==> config.mk <==
export PLATFORM = sky130hd
export DESIGN_NAME = voltammetry_waveform_generator
export DESIGN_NICKNAME = d
export VERILOG_FILES = /design/src/hdl/vwg_pkg.sv /design/src/hdl/voltammetry_waveform_generator.sv
export SDC_FILE = /design/constraint.sdc
export NUM_CORES = 1
export LEC_CHECK = 0
export BUFFER_PORTS_ARGS = -buffer_cell sky130_fd_sc_hd__buf_2
export CELL_PAD_IN_SITES_DETAIL_PLACEMENT = 0
export CELL_PAD_IN_SITES_GLOBAL_PLACEMENT = 1
export CORE_MARGIN = 4
export CORE_UTILIZATION = 45
export DETAILED_ROUTE_END_ITERATION = 16
export GPL_TIMING_DRIVEN = 0
export PLACE_DENSITY_LB_ADDON = 0.1
export SETUP_SLACK_MARGIN = 0.15
export SLEW_MARGIN = 15
export SYNTH_ARGS = -nofsm -noshare
export SYNTH_HDL_FRONTEND = slang
export SYNTH_SLANG_ARGS = --single-unit
==> constraint.sdc <==
create_clock -name clock -period 6.6 [get_ports clock]
set_input_delay 0.33 -clock clock [delete_from_list [all_inputs] [get_ports clock]]
set_output_delay 0.33 -clock clock [all_outputs]
set_load 0.1 [all_outputs]
==> src/hdl/vwg_pkg.sv <==
// Shared types, register indexes and helpers for the voltammetry waveform generator.
package vwg_pkg;

   localparam int CSR_IDX_W = 3;

   typedef logic [CSR_IDX_W-1:0] csr_idx_type;

   localparam csr_idx_type CSR_START_LEVEL  = 3'd0;
   localparam csr_idx_type CSR_PEAK_LEVEL   = 3'd1;
   localparam csr_idx_type CSR_SQUARE_MODE  = 3'd2;
   localparam csr_idx_type CSR_STEP_SIZE    = 3'd3;
   localparam csr_idx_type CSR_PULSE_HEIGHT = 3'd4;

   typedef enum logic [1:0] {
      LEG_RISE  = 2'd0,
      LEG_FALL  = 2'd1,
      LEG_FINAL = 2'd2
   } leg_type;

   typedef struct packed {
      logic [7:0] sample;
      logic [9:0] sample_index;
      logic       last;
      logic       truncated;
   } rsp_type;

   // saturate a small signed value into DAC range
   function automatic logic [7:0] clamp8(input logic signed [9:0] x);
      logic [7:0] r;
      if (x < 0) begin
         r = 8'd0;
      end else if (x > 10'sd255) begin
         r = 8'd255;
      end else begin
         r = x[7:0];
      end
      return r;
   endfunction

endpackage

==> src/hdl/voltammetry_waveform_generator.sv <==
// Voltammetry waveform generator: cyclic sweep or square-wave staircase, one sample per beat.
// An accepted beat's sample is registered in the holding register, or the skid if it stalls.
// One beat per cycle unless the skid is full; state advances in one combinational pass.
// A two-deep output stage (holding register plus skid) keeps req_tready high while one
// finished sample waits on a stalled rsp side.
// Reset (synchronous, active high): registers to their defaults, waveform at index 0, rsp empty.
module voltammetry_waveform_generator #(
   parameter int LUT_DEPTH = 1024
) (
   input  logic                  clock,
   input  logic                  reset,
   // request stream
   input  logic                  req_tvalid,
   output logic                  req_tready,
   input  logic [7:0]            req_tdata,   // [0] restart, [7:1] zero
   // response stream
   output logic                  rsp_tvalid,
   input  logic                  rsp_tready,
   output logic [23:0]           rsp_tdata,   // [7:0] sample, [17:8] sample_index, [23:18] zero
   output logic                  rsp_tlast,   // last sample of the waveform
   output logic                  rsp_tuser,   // [0] truncated
   // register write channel
   input  logic                  csr_valid,
   output logic                  csr_ready,
   input  vwg_pkg::csr_idx_type  csr_index,
   input  logic [7:0]            csr_data
);
   import vwg_pkg::*;

   localparam int PW = (LUT_DEPTH > 1) ? $clog2(LUT_DEPTH) : 1;
   localparam logic [PW-1:0] POS_MAX = PW'(LUT_DEPTH - 1);

   // ---------------------------------------------------------------- registers
   logic [7:0] start_level_ff, peak_level_ff, step_size_ff, pulse_height_ff;
   logic       square_mode_ff;

   assign csr_ready = 1'b1;

   always_ff @(posedge clock) begin
      if (reset) begin
         start_level_ff  <= 8'd0;
         peak_level_ff   <= 8'd255;
         square_mode_ff  <= 1'b0;
         step_size_ff    <= 8'd1;
         pulse_height_ff <= 8'd0;
      end else if (csr_valid) begin
         case (csr_index)
            CSR_START_LEVEL:  start_level_ff  <= csr_data;
            CSR_PEAK_LEVEL:   peak_level_ff   <= csr_data;
            CSR_SQUARE_MODE:  square_mode_ff  <= csr_data[0];
            CSR_STEP_SIZE:    step_size_ff    <= csr_data;
            CSR_PULSE_HEIGHT: pulse_height_ff <= csr_data;
            default: ;  // unmapped index, write dropped
         endcase
      end
   end

   // ---------------------------------------------------------------- waveform state
   leg_type       leg_ff, leg_in;
   logic [7:0]    level_ff, level_in;
   logic          low_half_ff, low_half_in;
   logic [PW-1:0] pos_ff, pos_in;

   logic req_fire;
   assign req_fire = req_tvalid && req_tready;

   // fresh start on restart or at index 0: reload from the registers
   logic          fresh;
   leg_type       e_leg;
   logic [7:0]    e_level;
   logic          e_low;
   logic [PW-1:0] e_pos;

   assign fresh   = req_tdata[0] || (pos_ff == '0);
   assign e_leg   = fresh ? LEG_RISE       : leg_ff;
   assign e_level = fresh ? start_level_ff : level_ff;
   assign e_low   = fresh ? 1'b0           : low_half_ff;
   assign e_pos   = fresh ? '0             : pos_ff;

   // shared step datapath: one add or subtract, one compare against the leg's target
   logic              up_asc, down_asc, dir_asc;
   logic [7:0]        inc, target;
   logic signed [9:0] v_s, nv, tgt_s, half_s, hi_s, lo_s;
   logic              in_range;

   assign up_asc   = start_level_ff < peak_level_ff;
   assign down_asc = peak_level_ff < start_level_ff;
   assign inc      = square_mode_ff ? step_size_ff : 8'd1;
   assign dir_asc  = (e_leg == LEG_RISE) ? up_asc : down_asc;
   assign target   = (e_leg == LEG_RISE) ? peak_level_ff : start_level_ff;

   assign v_s      = signed'({2'b00, e_level});
   assign tgt_s    = signed'({2'b00, target});
   assign nv       = dir_asc ? v_s + signed'({2'b00, inc}) : v_s - signed'({2'b00, inc});
   assign in_range = dir_asc ? (nv <= tgt_s) : (nv >= tgt_s);

   assign half_s = signed'({3'b000, pulse_height_ff[7:1]});
   assign hi_s   = v_s + half_s;
   assign lo_s   = v_s - half_s;

   // linear turn: first level of the down leg, one past the peak toward start
   logic [7:0] turn_level;
   assign turn_level = down_asc ? peak_level_ff + 8'd1 : peak_level_ff - 8'd1;

   logic natural, cut;

   // next state
   always_comb begin
      leg_in      = e_leg;
      level_in    = e_level;
      low_half_in = e_low;
      natural     = 1'b0;
      case (e_leg)
         LEG_RISE: begin
            if (!square_mode_ff) begin
               low_half_in = 1'b0;
               if (in_range) begin
                  level_in = nv[7:0];
               end else if (start_level_ff != peak_level_ff) begin
                  leg_in   = LEG_FALL;
                  level_in = turn_level;
               end else begin
                  leg_in = LEG_FINAL;
               end
            end else if (!e_low) begin
               if (in_range) begin
                  low_half_in = 1'b1;
               end else begin
                  // peak stair: its low sample gives way to the down leg
                  leg_in      = LEG_FALL;
                  level_in    = peak_level_ff;
                  low_half_in = 1'b0;
               end
            end else begin
               low_half_in = 1'b0;
               if (in_range) begin
                  level_in = nv[7:0];
               end else begin
                  leg_in   = LEG_FALL;
                  level_in = peak_level_ff;
               end
            end
         end
         LEG_FALL: begin
            if (square_mode_ff && !e_low) begin
               low_half_in = 1'b1;
            end else begin
               low_half_in = 1'b0;
               if (in_range) begin
                  level_in = nv[7:0];
               end else begin
                  leg_in = LEG_FINAL;
               end
            end
         end
         default: begin
            natural = 1'b1;
         end
      endcase
   end

   // sample select
   logic [7:0] smp;
   always_comb begin
      case (e_leg)
         LEG_RISE, LEG_FALL: begin
            if (!square_mode_ff) begin
               smp = e_level;
            end else if (!e_low) begin
               smp = clamp8(hi_s);
            end else begin
               smp = clamp8(lo_s);
            end
         end
         default: smp = start_level_ff;
      endcase
   end

   assign cut    = !natural && (e_pos == POS_MAX);
   assign pos_in = (natural || cut) ? '0 : e_pos + PW'(1);

   always_ff @(posedge clock) begin
      if (reset) begin
         leg_ff      <= LEG_RISE;
         level_ff    <= 8'd0;
         low_half_ff <= 1'b0;
         pos_ff      <= '0;
      end else if (req_fire) begin
         leg_ff      <= (natural || cut) ? LEG_RISE : leg_in;
         level_ff    <= level_in;
         low_half_ff <= (natural || cut) ? 1'b0 : low_half_in;
         pos_ff      <= pos_in;
      end
   end

   rsp_type new_rsp;
   assign new_rsp.sample       = smp;
   assign new_rsp.sample_index = 10'(e_pos);
   assign new_rsp.last         = natural || cut;
   assign new_rsp.truncated    = cut;

   // ---------------------------------------------------------------- output stage + skid
   rsp_type out_ff, skid_ff;
   logic    out_valid_ff, skid_valid_ff;
   logic    pop;

   assign req_tready = !skid_valid_ff;
   assign pop        = out_valid_ff && rsp_tready;

   always_ff @(posedge clock) begin
      if (reset) begin
         out_valid_ff  <= 1'b0;
         skid_valid_ff <= 1'b0;
      end else if (skid_valid_ff) begin
         if (pop) begin
            skid_valid_ff <= 1'b0;
         end
      end else if (req_fire) begin
         if (out_valid_ff && !pop) begin
            skid_valid_ff <= 1'b1;
         end else begin
            out_valid_ff <= 1'b1;
         end
      end else if (pop) begin
         out_valid_ff <= 1'b0;
      end
   end

   always_ff @(posedge clock) begin
      if (skid_valid_ff) begin
         if (pop) begin
            out_ff <= skid_ff;
         end
      end else if (req_fire) begin
         if (out_valid_ff && !pop) begin
            skid_ff <= new_rsp;
         end else begin
            out_ff <= new_rsp;
         end
      end
   end

   assign rsp_tvalid = out_valid_ff;
   assign rsp_tdata  = {6'd0, out_ff.sample_index, out_ff.sample};
   assign rsp_tlast  = out_ff.last;
   assign rsp_tuser  = out_ff.truncated;

endmodule
== Yosys cells after proc, flatten, opt, wreduce, memory -nomap -nowiden ==
Index checks and enable logic that the tools add are counted.
Storage, ports and cells
  RAM bits: 0
  word-level logic and storage cells: 122
  register bits: 96
  bits of input ports: 24
  memories kept: 0
  bits in latches: 0
  memory bits (read-only): 0
Cells by class
  shift operators: 0
  $lt $le $gt $ge: 8
  $mul: 0
  bitwise gates (word level): 1
  mux-type cells: 53
  reduce and logical (&&, ||, !) cells: 24
  div/mod/pow operators: 0
  add/sub/neg operators: 7
  equal/unequal tests: 10
Operators with widths (number)
  8-bit 2-to-1 mux: 19
  20-bit 2-to-1 mux: 4
  10-bit 2-to-1 mux: 3
  9-bit by 1-bit < comparator with 1-bit output, second input constant: 2
  8-bit < comparator: 2
  1-bit 2-to-1 mux: 16
  2-bit 2-to-1 mux: 8
  8-bit case mux with 2 select lines: 1
  10-bit by 1-bit adder with 10-bit output, second input constant: 1
  10-bit equality test, second input constant: 1
  10-bit by 9-bit >= comparator with 1-bit output: 1
  10-bit by 9-bit less-or-equal comparator with 1-bit output: 1
  10-bit zero test: 1
  2-bit AND reduction: 5
  8-bit by 7-bit adder with 9-bit output: 1
  8-bit by 8-bit adder with 9-bit output: 1
  9-bit by 8-bit greater-than comparator with 1-bit output, second input constant: 1
  9-bit greater-than comparator, second input constant: 1
  3-bit AND reduction: 3
  8-bit by 7-bit subtractor with 9-bit output: 1
  8-bit by 8-bit subtractor with 9-bit output: 1
  8-bit by 1-bit adder with 8-bit output, second input constant: 1
  8-bit inequality test: 1
  8-bit by 1-bit subtractor with 8-bit output, second input constant: 1
  16 further kinds: 26

== Logic depth before layout (Yosys ltp) ==
Gate-level depths: netlist of the first run.
  word-level depth: 13
  depth in mapped cells: 26
  mapped depth without buffers: 23

== Least setup slack after synthesis of the first run ==
No wires, ideal clock.
  path kind: flip-flop to flip-flop
  start: reg pos_ff[9]
  end: reg level_ff[1]
  cell stages (with the launch flop): 24
  clock period less this slack: 5217 ps
  slack: 1383 ps
  arrival time: 5079 ps
  path buffers: 2
  cell sequence: dfxtp_1 nor4_4 a31oi_1 buf_2 mux2i_1 ha_1 inv_1 fa_1 a211oi_1 o21bai_1 a21oi_1 nor2_1 o211ai_1 nand2_1 ha_1 nor3_1 o21ai_0 o21bai_1 a221o_1 a21oi_1 nor2_1 buf_2 a221oi_1 o221ai_1
On the way
  word-level cells in the longest chain between the ends: 12
  elaborated cells on any way between the ends: 26
  those cells by class: 2 x add/sub; 2 x order compare; 1 x eq/ne; 16 x mux; 5 x reduce/logical
RTL lines
  start: declaration: line voltammetry_waveform_generator.sv:62  | logic [PW-1:0] pos_ff, pos_in;
  start signal: assignment: line voltammetry_waveform_generator.sv:192  | pos_ff <= pos_in;
  10-bit zero test (*): line voltammetry_waveform_generator.sv:74  | assign fresh = req_tdata[0] || (pos_ff == '0);
  1-bit logical OR (*): line voltammetry_waveform_generator.sv:74
  parallel branches: the longest is 9 deep, another holds 10-bit by 9-bit >= comparator with 1-bit output
  8-bit case mux with 2 select lines (*): line voltammetry_waveform_generator.sv:113  | case (e_leg)
  end signal: assignment: line voltammetry_waveform_generator.sv:190  | level_ff <= level_in;
  end: declaration: line voltammetry_waveform_generator.sv:60  | logic [7:0] level_ff, level_in;
Mark *: on every way between the ends.
A chain may end at the register's enable or synchronous reset.

== Worst setup path in the final report of the first run ==
  start: reg square_mode_ff
  end: reg level_ff[5]
On the way
  word-level cells in the longest chain between the ends: 9
  elaborated cells on any way between the ends: 16
  those cells by class: 2 x add/sub; 2 x order compare; 11 x mux; 1 x reduce/logical
RTL lines
  start: declaration: line voltammetry_waveform_generator.sv:35  | logic square_mode_ff;
  start signal: assignment: line voltammetry_waveform_generator.sv:50  | CSR_SQUARE_MODE: square_mode_ff <= csr_data[0];
  8-bit 2-to-1 mux: line voltammetry_waveform_generator.sv:88  | assign inc = square_mode_ff ? step_size_ff : 8'd1;
  8-bit by 8-bit subtractor with 9-bit output / 8-bit by 8-bit adder with 9-bit output (equally long branches): line voltammetry_waveform_generator.sv:94  | assign nv = dir_asc ? v_s + signed'({2'b00, inc}) : v_s - signed'({2'b00, inc});
  10-bit 2-to-1 mux: line voltammetry_waveform_generator.sv:94
  10-bit by 9-bit >= comparator with 1-bit output / 10-bit by 9-bit less-or-equal comparator with 1-bit output (equally long branches): line voltammetry_waveform_generator.sv:95  | assign in_range = dir_asc ? (nv <= tgt_s) : (nv >= tgt_s);
  1-bit 2-to-1 mux: line voltammetry_waveform_generator.sv:95
  8-bit 2-to-1 mux, on equally long branches: line voltammetry_waveform_generator.sv:126, voltammetry_waveform_generator.sv:136
  8-bit 2-to-1 mux: line voltammetry_waveform_generator.sv:125  | end else if (!e_low) begin
  8-bit 2-to-1 mux: line voltammetry_waveform_generator.sv:115  | if (!square_mode_ff) begin
  8-bit case mux with 2 select lines (*): line voltammetry_waveform_generator.sv:113
Every way passes the cells marked *; elsewhere a longest branch is shown, timed or not.

==> impl_results.md, run 1 <==
- Setup_tns: 0 ps
- Finished Cell Area: a little under 8000 µm²
- Mapped Area: between 6000 and 7000 µm²
- Cells after synthesis: ~820
- Worst hold start: rsp_tready
- TritonCTS clock tree: done
- Hold depth: 2
- Initial Utilization: between 40% and 50%
- Antenna-violating nets left: 0
- Slew @ Worst Pin: 962 ps
- Synth area leaders: edfxtp_1, dfxtp_1, ha_1
- Syn-to-layout area delta: 11.8%
- Initial antenna violation count: 0
- Startpoint types: flop
- # fillers: 1471
- Clock Sinks: between 90 and 100
- Top-level I/O count: 53
- Pwr Density: roughly 200 nW/µm²
- Clock-pin slew on the worst setup and hold paths: about 70 ps
- Die area: around 17000 µm²
- Max-cap violation count: 0
- Minimum clock period: 6060 ps
- Largest net degree at the start of global routing: 21
- First-pass GRT wire length: approximately 33000 µm
- Syn avg cell area: around 8.5 µm²
- Status: finished, final reports clean
- Yosys warns: 0
- Critical path startpoint: square_mode_ff
- Worst Hold Path EP: skid_valid_ff
- Crit end category: flop
- Placed Cells incl. Taps: roughly 1100
- Final-report hold violation count: 0
- Layout cell share with drive strength beyond 1: between 10% and 20%
- Flop2flop setup slack: 540 ps
- Area leader, netlist: edfxtp_1
- Critical Path AT: around 6300 ps
- Drt total wl: approximately 21000 µm
- Detailed router's first-iteration violation count: between 300 and 400
- Slowest cell delay on critical path: roughly 510 ps
- Clock buffer depth: 2
- Post-synth top area share: about 17%
- Leading cell types by count after synthesis: nand2_1, a21oi_1, nor2_1
- Via-to-Cell Ratio: 5.86
- Critical Path Slowest Stage Cell: fa_1
- Core area: 15100 µm²
- Util after Layout: 51.1%
- Crit-path max FO: 10
- Post-route insts no fill: approximately 1100
- Antenna Cells: 0
- Vias in the first global route: a little over 6000
- Later-pin clock latency in the skew report: approximately 350 ps
- Hold WS: between 150 and 200 ps
- TritonCTS Buffers: 9
- Fin Clk Skew: approximately 9.4 ps
- Max IR drop VDD: roughly 0.12 mV
- DR DRC count: 0
- Root Driver: clkbuf_16
- WS Path Type: reg2reg
- Final worst-path cycle share: 91.9%
- Rows: 45
- GPL Wtd Cong: about 0.94
- Die width: 132 µm
- Fin. max-slew vios: 0
- GRT overflow: 0
- FF+latch count, synth: between 90 and 100
- Critical Path RT: between 6000 and 7000 ps
- I/O Buffers: 38
- Hold WC Path Type: in2reg
- Synth cell types: 71
- RSZ-0062 raised after global routing: no
- Critical R2R Launch: square_mode_ff
- Reg-to-Reg End: level_ff[5]
- Fin nets: about 960
- Top_reg_cell synth: dfxtp_1
- Static Leakage: 3.22 nW
- Pre-antenna DRT Iters: 5
- Final HPWL DP: 16600 µm
- Die height: 132 µm
- Register area share after synthesis: roughly 33%
- Most frequent cell after synthesis: nand2_1
- Async S/R FF share, synth: 0%
- Area after DPL: approximately 7400 µm²
- Crit-path cells: clkbuf_1 > buf_1 > clkbuf_2 > nand2_1 > fa_1 > a211oi_1 > o21bai_1 > a21oi_1 > nor2_1 > o211ai_1 > nand2_1 > ha_1 > nand3_1 > a311oi_1 > o22ai_1 > a21oi_1 > and3_1 > or2_1 > buf_2 > o221ai_1 > o2bb2a_1 > o221ai_1
- Global Route Usage Sum: about 24%
- Relative slew slack: 35.4%
- Cell depth of the worst flop-to-flop path: 22
- Number of synthesized flops with an enable pin: 40
- Vias: ~6200
- DR WL/cell: 19.8 µm
- H-tree level count: 3
- Setup-failing EPs final: 0
- # Post-CTS Setup Buffers: 0
- Peak Freq: ~160 MHz
- Crit path buf inv count: 4
- CP top delay family: compound AO/OA/AOI/OAI gates
-- worst max path at each step --
| stage | to | cells past startpoint | slack [ps] |
|---|---|---|---|
| 5_1_grt | level_ff[5] | 26 | 180 |
| 3_3_place_gp | level_ff[1] | 22 | 70 |
| 6_report | level_ff[5] | 22 | 540 |
| 4_1_cts | level_ff[0] | 25 | 210 |
| 3_5_place_dp | level_ff[1] | 22 | -10 |
| 2_1_floorplan | level_ff[1] | 23 | 1380 |
-- timing repair --
item | in CTS | in global routing
cloned | 0 | 0
hold buffers | 0 | 0
setup endpoints to repair | 10 | 11
resized for setup | 3 | 10
-- routing by layer --
layer	vias up	part of all wire [%]	track usage, %
li1	3035	-	-
met1	2996	43	29.9
met2	185	49	41.8
met3	33	4.5	3.28
met4	0	3.8	10.0
met5	-	0	0
-- cells in the final DEF (no fill, tap or decap), drive strengths merged, types with 4 or more instances in the layout --
cell type,count
nor3,14
o21ai,44
a211o,9
fa,5
dfxtp,55
o21bai,10
o211ai,8
mux2i,24
xnor2,13
a211oi,7
xor2,4
ha,54
nor2,71
mux2,17
buf,55
a31oi,7
inv,55
o22ai,7
nand2b,13
nand2,95
nor2b,23
a221oi,4
nand3,19
clkbuf,35
a21oi,78
or3,4
a21o,9
edfxtp,40
nor4,4
and2,8
nand3b,4
o31ai,7
conb,7
o21a,4
nand4,4
and3,19
-- per-stage QoR --
stage	worst slack [ps]	power [mW]
after global placement	70.7	1.00
after global routing	184	1.60
after CTS	209	1.55
after floorplan	1380	0.929
after detailed placement	-14.1	1.01
final	536	1.54
-- final cells by class --
class | instances | area [µm²] | share of cell area (%)
flip-flops and latches | 95 | 2300 | 29.8
clock inverters | 6 | 73.8 | 0.953
repair buffers | 39 | 201 | 2.60
well taps | 188 | 235 | 3.04
multi-input cells | 635 | 4300 | 55.5
plain buffers | 41 | 200 | 2.59
clock buffers | 10 | 229 | 2.96
inverters | 53 | 199 | 2.57
-- kinds of logic (layout without fill, tap and decap cells) --
group           Yosys count  in the layout  share of synthesized area (%)
mux                      41             41                           6.29
other cells               2              7                          0.108
fa+ha+maj                59             59                           11.2
simple gates            284            284                           19.7
compound gates          227            227                           21.6
buf+inv                  94            149                           5.71
xor+xnor                 17             17                           2.15
flops                    95             95                           33.3
-- power breakdown --
part	leakage [nW]	internal (mW)	total (mW)	switching, mW
Clock	0.142	0.299	0.540	0.241
Combinational	2.25	0.100	0.351	0.250
Sequential	0.825	0.637	0.653	0.0153
-- sequential cells by signal (all words and copies together) (netlist names) --
name and cells:
pos_ff 10, skid_ff 20, leg_ff 2, skid_valid_ff 1, low_half_ff 1, step_size_ff 8, rsp_tvalid 1, peak_level_ff 8
rsp_tlast 1, level_ff 8, rsp_tdata 18, square_mode_ff 1, pulse_height_ff 7, rsp_tuser 1, start_level_ff 8
No activity file was read; power rests on OpenSTA's default activity.
==> run 2: changes to the inputs <==
- CORE_ASPECT_RATIO: not set -> 1.75
==> run 2 against run 1 <==
  * Fmax barely moved
  * Sequential power is essentially flat
  * Power decreased by 0.92%
  * Non-clock buffer count increased by 3
  * Global-route usage increased by 2.6 points
  * Register-to-register slack about the same
  * Critical endpoint unchanged
  * Clock power down 4.1%
  * Highest routed layer unchanged
  * Routed wire length is 8.4% higher
  * Worst setup slack worse by 1.3 ps
  * Largest power group unchanged
  * First-iteration DRC count decreased by 3.6%
  * Sequential cell count is the same
  * Count of clock-buffer cells in the layout fell by 1
==> impl_results.md, run 2 (synthesized netlist as in run 1, its figures left out) <==
- Startpoint types: flop
- GPL Wtd Cong: 0.965 (+2.9%)
- Final-report hold violation count: 0 (unchanged)
- Worst hold start: rsp_tready
- Static Leakage: 3.23 nW (+0.19%)
- Relative slew slack: 33.0% (-2.4 points)
- Util after Layout: 51.6% (+0.45 points)
- H-tree level count: 3 (unchanged)
- Via-to-Cell Ratio: 5.97 (+1.9%)
- Flop2flop setup slack: 540 ps (about the same)
- Die height: 172 µm (+30%)
- Antenna Cells: 0 (unchanged)
- Pre-antenna DRT Iters: 5 (unchanged)
- Place WS: -98.5 ps (-84.4 ps)
- Finished Cell Area: 7730 µm² (-0.19%)
- Crit-path cells: nor4_4 > a31oi_4 > clkbuf_4 > o21ai_1 > ha_1 > a211oi_1 > o21bai_1 > a21oi_1 > nor2_1 > o211ai_1 > nand2_1 > ha_1 > nor3_1 > o21ai_0 > o21bai_1 > a221o_1 > a21oi_2 > or2_1 > buf_2 > o221ai_1 > o2bb2a_1 > o221ai_1
- First-pass GRT wire length: 34800 µm (+5.6%)
- Drt total wl: 22900 µm (+8.4%)
- TritonCTS clock tree: done
- Peak Freq: 165 MHz (about the same)
- Vias: 6356 (+1.7%)
- Global Route Usage Sum: 26.6% (+2.6 points)
- Top-level I/O count: 53 (unchanged)
- Critical Path AT: 6330 ps (about the same)
- Area after DPL: 7400 µm² (+0.27%)
- GRT overflow: 0 (unchanged)
- Slowest cell delay on critical path: 670 ps (+160 ps)
- Hold depth: 2 (unchanged)
- Root Driver: clkbuf_16
- Fin Clk Skew: 11.6 ps (+2.15 ps)
- Cell depth of the worst flop-to-flop path: 22 (unchanged)
- Most flops, register: skid_ff
- DR DRC count: 0 (unchanged)
- Core area: 15000 µm² (-1.1%)
- Hold WS: 187 ps (-10.4 ps)
- Critical R2R Launch: pos_ff[6]
- Placed Cells incl. Taps: 1049 (-0.19%)
- Die width: 102 µm (-23%)
- Layout cell share with drive strength beyond 1: 12.4% (+0.19 points)
- Pwr Density: 198 nW/µm² (-0.73%)
- Fin. max-slew vios: 0 (unchanged)
- Commonest non-fill, non-tap cell in the layout: nand2_1
- Fin nets: 960 (+0.31%)
- Setup-failing EPs final: 0 (unchanged)
- DR WL/cell: 21.5 µm (+8.6%)
- Crit path buf inv count: 2 (-2)
- Final worst-path cycle share: 91.9% (about the same)
- Largest register FFs: 20 (unchanged)
- WS Path Type: reg2reg
- Syn-to-layout area delta: 11.6%
- I/O Buffers: 38 (unchanged)
- Post-route insts no fill: 1065 (-0.19%)
- Critical Path Slowest Stage Cell: o21ai_1
- Detailed router's first-iteration violation count: 352 (-3.6%)
- Setup_tns: 0 ps (unchanged)
- Commonest cells after routing, fill and taps aside: nand2_1, a21oi_1, nor2_1, dfxtp_1, ha_1
- Max-cap violation count: 0 (unchanged)
- Hold WC Path Type: in2reg
- Vias in the first global route: 6453 (+6.9%)
- Die area: 17500 µm² (+0.45%)
- Crit end category: flop
- Initial antenna violation count: 0 (unchanged)
- Antenna-violating nets left: 0 (unchanged)
- Critical Path RT: 6870 ps (about the same)
- RSZ-0062 raised after global routing: no
- Clock buffer depth: 2 (unchanged)
- Total power: 1.53 mW (-0.92%)
- Final setup margin: 535 ps (-1.28 ps)
- Rows: 59 (+31%)
- Initial Utilization: 46.2% (+0.49 points)
- Crit-path max FO: 10 (unchanged)
- TritonCTS Buffers: 9 (unchanged)
- Largest net degree at the start of global routing: 21 (unchanged)
- Max IR drop VDD: 0.106 mV (-13%)
- Worst Hold Path EP: skid_valid_ff
- Minimum clock period: 6060 ps (+1.28 ps)
- Later-pin clock latency in the skew report: 350 ps (about the same)
- CP top delay family: compound AO/OA/AOI/OAI gates
- Slew @ Worst Pin: 1010 ps (+43.2 ps)
- Reg-to-Reg End: level_ff[5]
- Final HPWL DP: 18600 µm (+12%)
- Clock Sinks: 95 (unchanged)
- Status: finished, final reports clean
- Clock-pin slew on the worst setup and hold paths: 70 ps (about the same)
[run 2: cell types whose count changed in the layout (fill, tap and decap cells not counted), sizes merged]
cell	previous run	this run
clkinv	1	2
inv	55	57
clkbuf	35	34
clkinvlp	2	1
bufinv	1	0
buf	55	58
[run 2: worst max-delay path by stage]
stage	startpoint	to	slack, ps	cells after the start
2_1_floorplan	pos_ff[9]	level_ff[1]	1380	23
3_3_place_gp	pos_ff[0]	level_ff[5]	-210	24
3_5_place_dp	pos_ff[9]	level_ff[1]	-100	24
4_1_cts	pos_ff[9]	level_ff[5]	210	26
5_1_grt	pos_ff[7]	level_ff[5]	170	22
6_report	pos_ff[6]	level_ff[5]	540	22
[run 2: final cells by class]
| type | count | area, µm² |
|---|---|---|
| Clock inverter | 7 | 58.8 |
| Tap cell | 183 | 229 |
| Multi-Input combinational cell | 635 | 4290 |
| Sequential cell | 95 | 2300 |
| Inverter | 53 | 199 |
| Fill cell | 1461 | 7260 |
| Buffer | 41 | 200 |
| Clock buffer | 9 | 225 |
| Timing Repair Buffer | 42 | 228 |
[run 2: what timing repair did]
action,CTS,global route
setup buffers,0,0
gates resized for setup,3,7
endpoints found under the setup margin,9,11
hold buffers,0,0
[run 2: per-layer routing]
layer	GRT usage, %	wire length, µm	vias up
li1	-	-	3028
met1	24.5	7480	2992
met2	50.2	12200	249
met3	3.51	1050	87
met4	22.0	2150	0
met5	0	0	-
[run 2: power by group]
group / internal, mW / leakage (nW) / switching [mW]
Combinational: 0.101 / 2.26 / 0.257
Sequential: 0.637 / 0.825 / 0.0158
Clock: 0.264 / 0.141 / 0.255
==> run 3: changes to the inputs <==
- CTS_BUF_LIST: not set -> sky130_fd_sc_hd__clkbuf_8
==> run 3 against run 2 <==
  * Worst setup slack better by 6.6 ps
  * Cell count did not move
  * Count of clock-buffer cells in the layout unchanged
  * Largest power group unchanged
  * First-iteration DRC count up 11%
  * Hold slack got worse by 27 ps
==> impl_results.md, run 3 (synthesized netlist as in run 1, its figures left out) <==
- Minimum clock period: 6060 ps (-6.56 ps)
- H-tree level count: 3 (unchanged)
- Pwr Density: 182 nW/µm² (-7.9%)
- Global Route Usage Sum: 26.6% (-0.050 points)
- Placed Cells incl. Taps: 1049 (unchanged)
- Finished Cell Area: 7630 µm² (-1.3%)
- Initial antenna violation count: 0 (unchanged)
- Top-level I/O count: 53 (unchanged)
- Setup-failing EPs final: 0 (unchanged)
- Fin Clk Skew: 17.2 ps (+5.67 ps)
- Syn-to-layout area delta: 10.2%
- Rows: 59 (unchanged)
- Crit end category: flop
- Antenna Cells: 0 (unchanged)
- Area after DPL: 7400 µm² (unchanged)
- Largest net degree at the start of global routing: 21 (unchanged)
- Pre-antenna DRT Iters: 7 (+2)
- Sw Share: 36.5% (+2.0 points)
- I/O Buffers: 38 (unchanged)
- TritonCTS Buffers: 9 (unchanged)
- Fin nets: 960 (unchanged)
- Final worst-path cycle share: 91.8% (-0.099 points)
- Critical Path RT: 6840 ps (-30 ps)
- DR DRC count: 0 (unchanged)
- Fin. max-slew vios: 0 (unchanged)
- Max IR drop VDD: 0.100 mV (-5.7%)
- GPL Wtd Cong: 0.965 (unchanged)
- Commonest non-fill, non-tap cell in the layout: nand2_1
- Critical Path AT: 6300 ps (-30 ps)
- Status: finished, final reports clean
- Vias: 6428 (+1.1%)
- Clock power share: 27.3% (-6.6 points)
- Most flops, register: skid_ff
- Via-to-Cell Ratio: 6.04 (+1.1%)
- Commonest cells after routing, fill and taps aside: nand2_1, a21oi_1, nor2_1, ha_1, dfxtp_1
- Root Driver: clkbuf_8
- FF/Latch Area: 2300 µm² (about the same)
- Final-report hold violation count: 0 (unchanged)
- Util after Layout: 50.9% (-0.67 points)
- Peak Freq: 165 MHz (+0.11%)
- Die height: 172 µm (unchanged)
- Vias in the first global route: 6455 (+0.031%)
- Crit-path max FO: 10 (unchanged)
- RSZ-0062 raised after global routing: no
- First-pass GRT wire length: 34800 µm (unchanged)
- Antenna-violating nets left: 0 (unchanged)
- Core area: 15000 µm² (unchanged)
- Detailed router's first-iteration violation count: 391 (+11%)
- WS Path Type: reg2reg
- Max-cap violation count: 0 (unchanged)
- TritonCTS clock tree: done
- Clock buffer depth: 2 (unchanged)
- Hold_buf cts: 0 (unchanged)
- Slew @ Worst Pin: 989 ps (-16.7 ps)
- Drt total wl: 22900 µm (about the same)
- Die width: 102 µm (unchanged)
- DR WL/cell: 21.5 µm (about the same)
- Seq pwr share: 47.0% (+4.3 points)
- Relative slew slack: 34.1% (+1.1 points)
- Psw: 508 µW (-3.7%)
- Static Leakage: 3.18 nW (-1.4%)
- Clock-pin slew on the worst setup and hold paths: 110 ps (+40 ps)
- GRT overflow: 0 (unchanged)
- Later-pin clock latency in the skew report: 370 ps (+20 ps)
- Clock Sinks: 95 (unchanged)
- Hold WC Path Type: in2reg
- Area of the multi-input gates: 4290 µm² (unchanged)
- Final HPWL DP: 18600 µm (unchanged)
- Layout cell share with drive strength beyond 1: 12.5% (+0.11 points)
- Startpoint types: flop
- Die area: 17500 µm² (unchanged)
- Post-route insts no fill: 1065 (unchanged)
- Comb pwr share: 25.8% (+2.4 points)
- # fillers: 1470 (+0.62%)
- Largest register FFs: 20 (unchanged)
- Int Pwr: 883 µW (-12%)
- Initial Utilization: 46.2% (unchanged)
[run 3: cell count changes in the layout (fill, tap and decap cells not counted)]
cell       change
dfxtp_1        -1
clkbuf_16      -9
clkbuf_8       +9
dfxtp_2        +1
[run 3: repair_timing]
item	CTS	global route
endpoints found under the hold margin	0	0
gates resized for setup	3	8
setup endpoints to repair	10	11
setup buffers	0	0
[run 3: critical path, stage by stage (launching register included)]
cell,delay [ps]
dfxtp_1,370
nor4_4,460
a31oi_4,170
clkbuf_4,250
o21ai_1,670
ha_1,430
a211oi_1,350
o21bai_1,180
a21oi_1,280
nor2_1,60
o211ai_1,180
nand2_1,130
ha_1,230
nor3_1,160
o21ai_0,160
o21bai_1,190
a221o_1,370
a21oi_2,280
nor2_1,210
buf_2,250
a221oi_1,350
o221ai_1,170
[run 3: layer usage]
metal | wire (µm) | track usage, %
met2 | 12000 | 49.8
met1 | 7530 | 24.6
met3 | 994 | 3.19
met4 | 2390 | 22.8
met5 | 0 | 0
[run 3: layout make-up]
class	instances	share of cell area, %
plain buffers	41	2.62
clock buffers	9	1.62
clock inverters	7	0.771
inverters	53	2.61
multi-input cells	635	56.2
flip-flops and latches	95	30.2
well taps	183	3.00
repair buffers	42	2.99
[run 3: power groups by stage]
stage,clock network (mW),logic (mW),registers (mW)
final,0.379,0.358,0.653
after global routing,0.409,0.383,0.655
after CTS,0.388,0.354,0.653
after detailed placement,0,0.352,0.666
after global placement,0,0.344,0.665
after floorplan,0,0.186,0.743
[run 3: final timing paths]
check / end / startpoint / depth (start not counted) / slack (ps)
max reg2reg: level_ff[1] / pos_ff[0] / 21 / 540
max: level_ff[1] / pos_ff[0] / 21 / 540
min reg2reg: step_size_ff[2] / step_size_ff[2] / 2 / 460
min: skid_valid_ff / rsp_tready / 2 / 160
[run 3: per-stage QoR]
| step | setup slack, ps | total power, mW | hold WS, ps | TNS [ps] |
|---|---|---|---|---|
| 2_1_floorplan | 1380 | 0.929 | 427 | 0 |
| 3_3_place_gp | -214 | 1.01 | 436 | -907 |
| 5_1_grt | 162 | 1.45 | 150 | 0 |
| 4_1_cts | 205 | 1.39 | 147 | 0 |
| 3_5_place_dp | -98.5 | 1.02 | 450 | -205 |
| 6_report | 542 | 1.39 | 160 | 0 |
